**src/dahdsr_ram.sv**
```systemverilog
// ----------------------------------------------------------------------------
// dahdsr_ram
// Simple dual-port RAM with registered read.
// ----------------------------------------------------------------------------
module dahdsr_ram #(
  parameter int WIDTH = 16,
  parameter int DEPTH = 256
) (
  input  logic                     clk,
  input  logic                     we,
  input  logic [$clog2(DEPTH)-1:0] waddr,
  input  logic [WIDTH-1:0]         wdata,
  input  logic [$clog2(DEPTH)-1:0] raddr,
  output logic [WIDTH-1:0]         rdata
);
  logic [WIDTH-1:0] mem [DEPTH];
  always_ff @(posedge clk) begin
    if (we) mem[waddr] <= wdata;
    rdata <= mem[raddr];
  end
endmodule

```
**config.mk**
```make
export PLATFORM = sky130hd
export DESIGN_NAME = dahdsr_ram
export DESIGN_NICKNAME = d
export VERILOG_FILES = /design/src/dahdsr_ram.sv
export SDC_FILE = /design/constraint.sdc
export NUM_CORES = 2
export LEC_CHECK = 0
export ABC_AREA = 1
export BUFFER_PORTS_ARGS = -buffer_cell sky130_fd_sc_hd__buf_2
export CELL_PAD_IN_SITES_DETAIL_PLACEMENT = 1
export CELL_PAD_IN_SITES_GLOBAL_PLACEMENT = 2
export CORE_MARGIN = 1.5
export CORE_UTILIZATION = 38
export CTS_CLUSTER_DIAMETER = 80
export CTS_CLUSTER_SIZE = 12
export DETAILED_ROUTE_END_ITERATION = 10
export PLACE_DENSITY = 0.7
export SLEW_MARGIN = 20
export SYNTH_ARGS = -nofsm -noshare
export SYNTH_HDL_FRONTEND = slang
export SYNTH_SLANG_ARGS = --single-unit
export TNS_END_PERCENT = 20
```
**constraint.sdc**
```tcl
create_clock -name clk -period 3.1 [get_ports clk]
set_clock_uncertainty 0.15 [all_clocks]
set_input_delay 0.465 -clock clk [delete_from_list [all_inputs] [get_ports clk]]
set_output_delay 0.465 -clock clk [all_outputs]
set_load 0.02 [all_outputs]
```
-- After elaboration in Yosys (flattened, before gate mapping)
Memory sizes are Yosys's and may differ from the RTL's. A register that Yosys moved wholly into a read port is not among the register bits.
Index checks and enable logic that the tools add are counted.
- add/sub/neg operators: 0
- $mul: 0
- div/mod/pow operators: 0
- magnitude comparators: 0
- equal/unequal tests: 0
- shifts and indexed selects: 0
- multiplexer cells: 2
- bitwise logic cells: 0
- reduce and logical (&&, ||, !) cells: 0
- operator list (cell ; count):
    $mux 1 ; 2
- register bits: 0
- latch bits: 0
- bits in writable memories: 4096
- ROM bits: 0
- logic and storage cells: 3
- memories: 1
- memories (name ; words ; width ; read ports ; clocked after memory_dff ; wr ports ; RTL line ; text):
    mem ; 256 ; 16 ; 1 ; 1 ; 1 ; 16 ; logic [WIDTH-1:0] mem [DEPTH];

-- Depth between registers and ports, before layout
- word-level depth: 2
- mapped depth: 15
- gate-level depth less buffers: 11

-- Worst setup path before layout
Ideal clock, no wire load.
- kind: input -> register
- start: input port we
- end: memory mem[162][0], enable pin
- setup time: 388 ps
- arrival: 1917 ps
- path slack: 645 ps
- stages on the path: 4
- path through: clkbuf_1 -> nand3_1 -> clkbuf_1 -> nor2_1
- word-level cells in the longest chain between the ends: 2
- RTL lines (item ; RTL line ; text):
    start, declared ; 10 ; input logic we,
    $mux 1 ; 18 ; if (we) mem[waddr] <= wdata;
    $mux 1 (implied by the code) ; 18 ;
    end, declared ; 16 ;
Every way passes these cells.

-- Final worst setup path
- start: register rdata[4] (read register of mem)
- end: output port rdata[4]
- RTL lines (item ; RTL line ; text):
    start, declared ; 14 ; output logic [WIDTH-1:0] rdata
No word-level cell between the ends.

==> metrics.txt <==
# TYPE chip_impl_metric gauge
chip_impl_metric{name="syn_area",unit="mm²"} 0.166
chip_impl_metric{name="place_inst",unit=""} 19580
chip_impl_metric{name="report.final.slew_viol_count",unit=""} 0
chip_impl_metric{name="globalRouteMet1Util",unit=""} 0.361
chip_impl_metric{name="placement_rows",unit=""} 242
chip_impl_metric{name="drtPass1Iterations",unit=""} 5
chip_impl_metric{name="global_route.usage.met3",unit=""} 0.0247
chip_impl_metric{name="finalCritPeriodShare",unit=""} 0.860
chip_impl_info{name="layout.cells.most_common_list",value="4195 x nand2_1, 4096 x edfxtp_1, 4035 x nand3_1, 803 x buf_4, 393 x clkbuf_16"} 1
chip_impl_info{name="grt_setup_unrepaired",value="no"} 1
chip_impl_metric{name="arrival",unit="ps"} 2050
chip_impl_metric{name="drive_above_1_share",unit=""} 0.114
chip_impl_info{name="critical_path.cell_chain",value="buf_2"} 1
chip_impl_metric{name="cell_internal_pwr",unit="mW"} 86.5
chip_impl_metric{name="timing.max_cap.violations",unit=""} 0
chip_impl_metric{name="pwr-share-clk",unit=""} 0.381
chip_impl_metric{name="finalHoldViolCount",unit=""} 0
chip_impl_info{name="grt_most_used_layer",value="met2"} 1
chip_impl_metric{name="initial_core_util",unit=""} 0.382
chip_impl_metric{name="clk_pin_slew_worst_paths",unit="ps"} 70
chip_impl_info{name="mostFrequentLayoutCell",value="nand2_1"} 1
chip_impl_metric{name="critical-path-max-stage-delay",unit="ps"} 770
chip_impl_info{name="critical_path.endpoint_type",value="primary output"} 1
chip_impl_metric{name="post_layout_nonfiller_instances",unit=""} 20123
chip_impl_metric{name="path_max_fanout",unit=""} 4
chip_impl_metric{name="number_of_global_route_vias_before_repair",unit=""} 114530
chip_impl_metric{name="routed_wire_length",unit="µm"} 577000
chip_impl_metric{name="antenna_violations_before_repair",unit=""} 27
chip_impl_info{name="outcome",value="complete, no violations"} 1
chip_impl_metric{name="clock-sinks",unit=""} 4112
chip_impl_metric{name="viasPerCell",unit=""} 5.61
chip_impl_info{name="crit_family",value="flip-flops"} 1
chip_impl_metric{name="max_freq",unit="GHz"} 0.375
chip_impl_metric{name="drcViolationCount",unit=""} 0
chip_impl_metric{name="least_margin_pin_slew",unit="ps"} 1320
chip_impl_metric{name="switching_share",unit=""} 0.236
chip_impl_metric{name="critical_path_buf_inv_count",unit=""} 1
chip_impl_metric{name="netlist_instances",unit=""} 13617
chip_impl_metric{name="syn_avg_cell_area",unit="µm²"} 12.2
chip_impl_metric{name="vdd.ir_drop.worst",unit="µV"} 447
chip_impl_metric{name="route.vias.total",unit=""} 112815
chip_impl_metric{name="placed_instance_area",unit="mm²"} 0.181
chip_impl_metric{name="place_worst_setup_slack",unit="ps"} -464
chip_impl_metric{name="p_switching",unit="mW"} 26.7
chip_impl_metric{name="route.antenna.remaining_nets",unit=""} 0
chip_impl_metric{name="minimum_clock_period",unit="ps"} 2670
chip_impl_info{name="critPathLaunchType",value="flop"} 1
chip_impl_info{name="critical_path.slowest_cell",value="dfxtp_1"} 1
chip_impl_metric{name="area_growth_syn_to_layout",unit="%"} 15.5
chip_impl_metric{name="i_o_pins",unit=""} 50
chip_impl_metric{name="wire_per_inst",unit="µm"} 28.7
chip_impl_metric{name="finalInstanceArea",unit="mm²"} 0.191
chip_impl_metric{name="hpwl_detailed",unit="µm"} 362000
chip_impl_info{name="clock_tree.root_cell",value="clkbuf_16"} 1
chip_impl_metric{name="grt_start_max_net_pins",unit=""} 80
chip_impl_metric{name="core_area",unit="mm²"} 0.434
chip_impl_metric{name="global_route_wire_length_before_repair",unit="µm"} 832000
chip_impl_metric{name="finalNetCount",unit=""} 14282
chip_impl_metric{name="die_x",unit="µm"} 663
chip_impl_metric{name="synth.ff_latch_count",unit=""} 4112
chip_impl_metric{name="postCtsSetupRepairBufs",unit=""} 0
chip_impl_metric{name="cts_max_level",unit=""} 5
chip_impl_metric{name="grt_util_all_layers",unit=""} 0.257
chip_impl_metric{name="power_density",unit="mW/mm²"} 592
chip_impl_metric{name="synth-seq-area-share",unit=""} 0.744
chip_impl_metric{name="p_leak",unit="nW"} 67.1
chip_impl_metric{name="worstSkewPairLatency",unit="ps"} 1000
chip_impl_info{name="worst_hold_path_type",value="input pin to flop"} 1
chip_impl_metric{name="drt_iter0_drc",unit=""} 11093
chip_impl_metric{name="share_seq_of_total_power",unit=""} 0.542
chip_impl_metric{name="cp.required",unit="ps"} 2480
chip_impl_metric{name="cts_buffers",unit=""} 383
chip_impl_metric{name="place.port_buffers",unit=""} 49
chip_impl_metric{name="report.power.total",unit="mW"} 113
chip_impl_metric{name="global_route.usage.met2",unit=""} 0.418
chip_impl_metric{name="die_area",unit="mm²"} 0.440
chip_impl_metric{name="synth.distinct_cells",unit=""} 15
chip_impl_metric{name="power_frac_comb",unit=""} 0.077
chip_impl_metric{name="ys_warn_count",unit=""} 0
chip_impl_info{name="timing_worst_setup_path_type",value="flop to primary output"} 1
chip_impl_metric{name="setup_slack",unit="ps"} 434
chip_impl_metric{name="hold_slack",unit="ps"} 173
chip_impl_metric{name="postSynthNetCount",unit=""} 13651
chip_impl_metric{name="setup_viol",unit=""} 0
chip_impl_metric{name="max_slew_margin",unit=""} 0.120
chip_impl_metric{name="clock_path_buffers",unit=""} 4
chip_impl_metric{name="gp_congestion",unit=""} 0.846
chip_impl_info{name="cts_tree",value="done"} 1
chip_impl_metric{name="dieHeight",unit="µm"} 663
chip_impl_metric{name="gr-total-overflow",unit=""} 0
chip_impl_metric{name="final.fill_count",unit=""} 45193
cell usage after synthesis:
master / count / share of area
edfxtp_1: 4096 / 0.74
buf_12: 1 / 0.00012
buf_8: 1 / 0.000091
inv_2: 2 / 0.000045
nand3_1: 4035 / 0.12
dfxtp_1: 16 / 0.0019
buf_6: 53 / 0.0036
inv_4: 2 / 0.000075
nand2_1: 4211 / 0.095
nor2_1: 283 / 0.0064
buf_4: 163 / 0.0074
buf_1: 70 / 0.0016
clkbuf_1: 154 / 0.0035
buf_2: 495 / 0.015
inv_1: 35 / 0.00079
metrics by stage:
stage                      util  TNS [ps]
final                     0.441         0
after global routing      0.441         0
after CTS                 0.440         0
after detailed placement  0.416     -4530
after global placement    0.416     -4110
after floorplan               -         0
flip-flops by register name, summed over array words and instances (netlist names):
name	cells
rdata	16
mem	4096
power groups by stage:
stage	Combinational [mW]	Sequential [mW]	Clock, mW
floorplan	3.79	62.5	0
global placement	8.54	62.6	0
detailed placement	8.72	62.6	0
CTS	8.77	61.4	43.9
global route	9.31	61.4	45.5
finish	8.74	61.4	43.1
repair_timing:
item / 4_1_cts / 5_1_grt
hold buffers: 17 / 0
endpoints found under the hold margin: 733 / 0
resized for setup: 0 / 0
area by class of cell:
class | count | area, µm² | area share
Clock inverter | 24 | 290 | 0.00152
Clock buffer | 470 | 10100 | 0.0529
Antenna cell | 32 | 80.1 | 0.000419
Tap cell | 5734 | 7170 | 0.0375
Sequential cell | 4112 | 123000 | 0.645
Multi-Input combinational cell | 8529 | 37200 | 0.194
Inverter | 39 | 199 | 0.00104
Timing Repair Buffer | 1183 | 13000 | 0.0677
per-layer routing:
| layer | vias up | routed length [µm] | share of wire |
|---|---|---|---|
| met5 | - | 0 | 0 |
| met4 | 0 | 21000 | 0.036 |
| met3 | 771 | 31600 | 0.055 |
| met2 | 3549 | 273000 | 0.47 |
| met1 | 58802 | 251000 | 0.44 |
| li1 | 49693 | - | - |
path summary, 6_finish.rpt:
path | slack [ps] | endpoint | from | depth (start not counted)
setup / recovery | 430 | rdata[4] | rdata[4]$_DFF_P_ | 1
hold / removal | 170 | mem[186][9]$_DFFE_PP_ | we | 4
setup reg to reg | 650 | rdata[4]$_DFF_P_ | mem[1][4]$_DFFE_PP_ | 12
hold reg to reg | 890 | rdata[5]$_DFF_P_ | mem[212][5]$_DFFE_PP_ | 10
logic make-up (layout without fill, tap and decap cells):
logic type	after synthesis	after routing	share of synthesized area
buf+inv	976	1716	0.0321
flops	4112	4112	0.744
other cells	0	32	0
simple gates	8529	8529	0.224
Power figures use the tool's default switching activity.
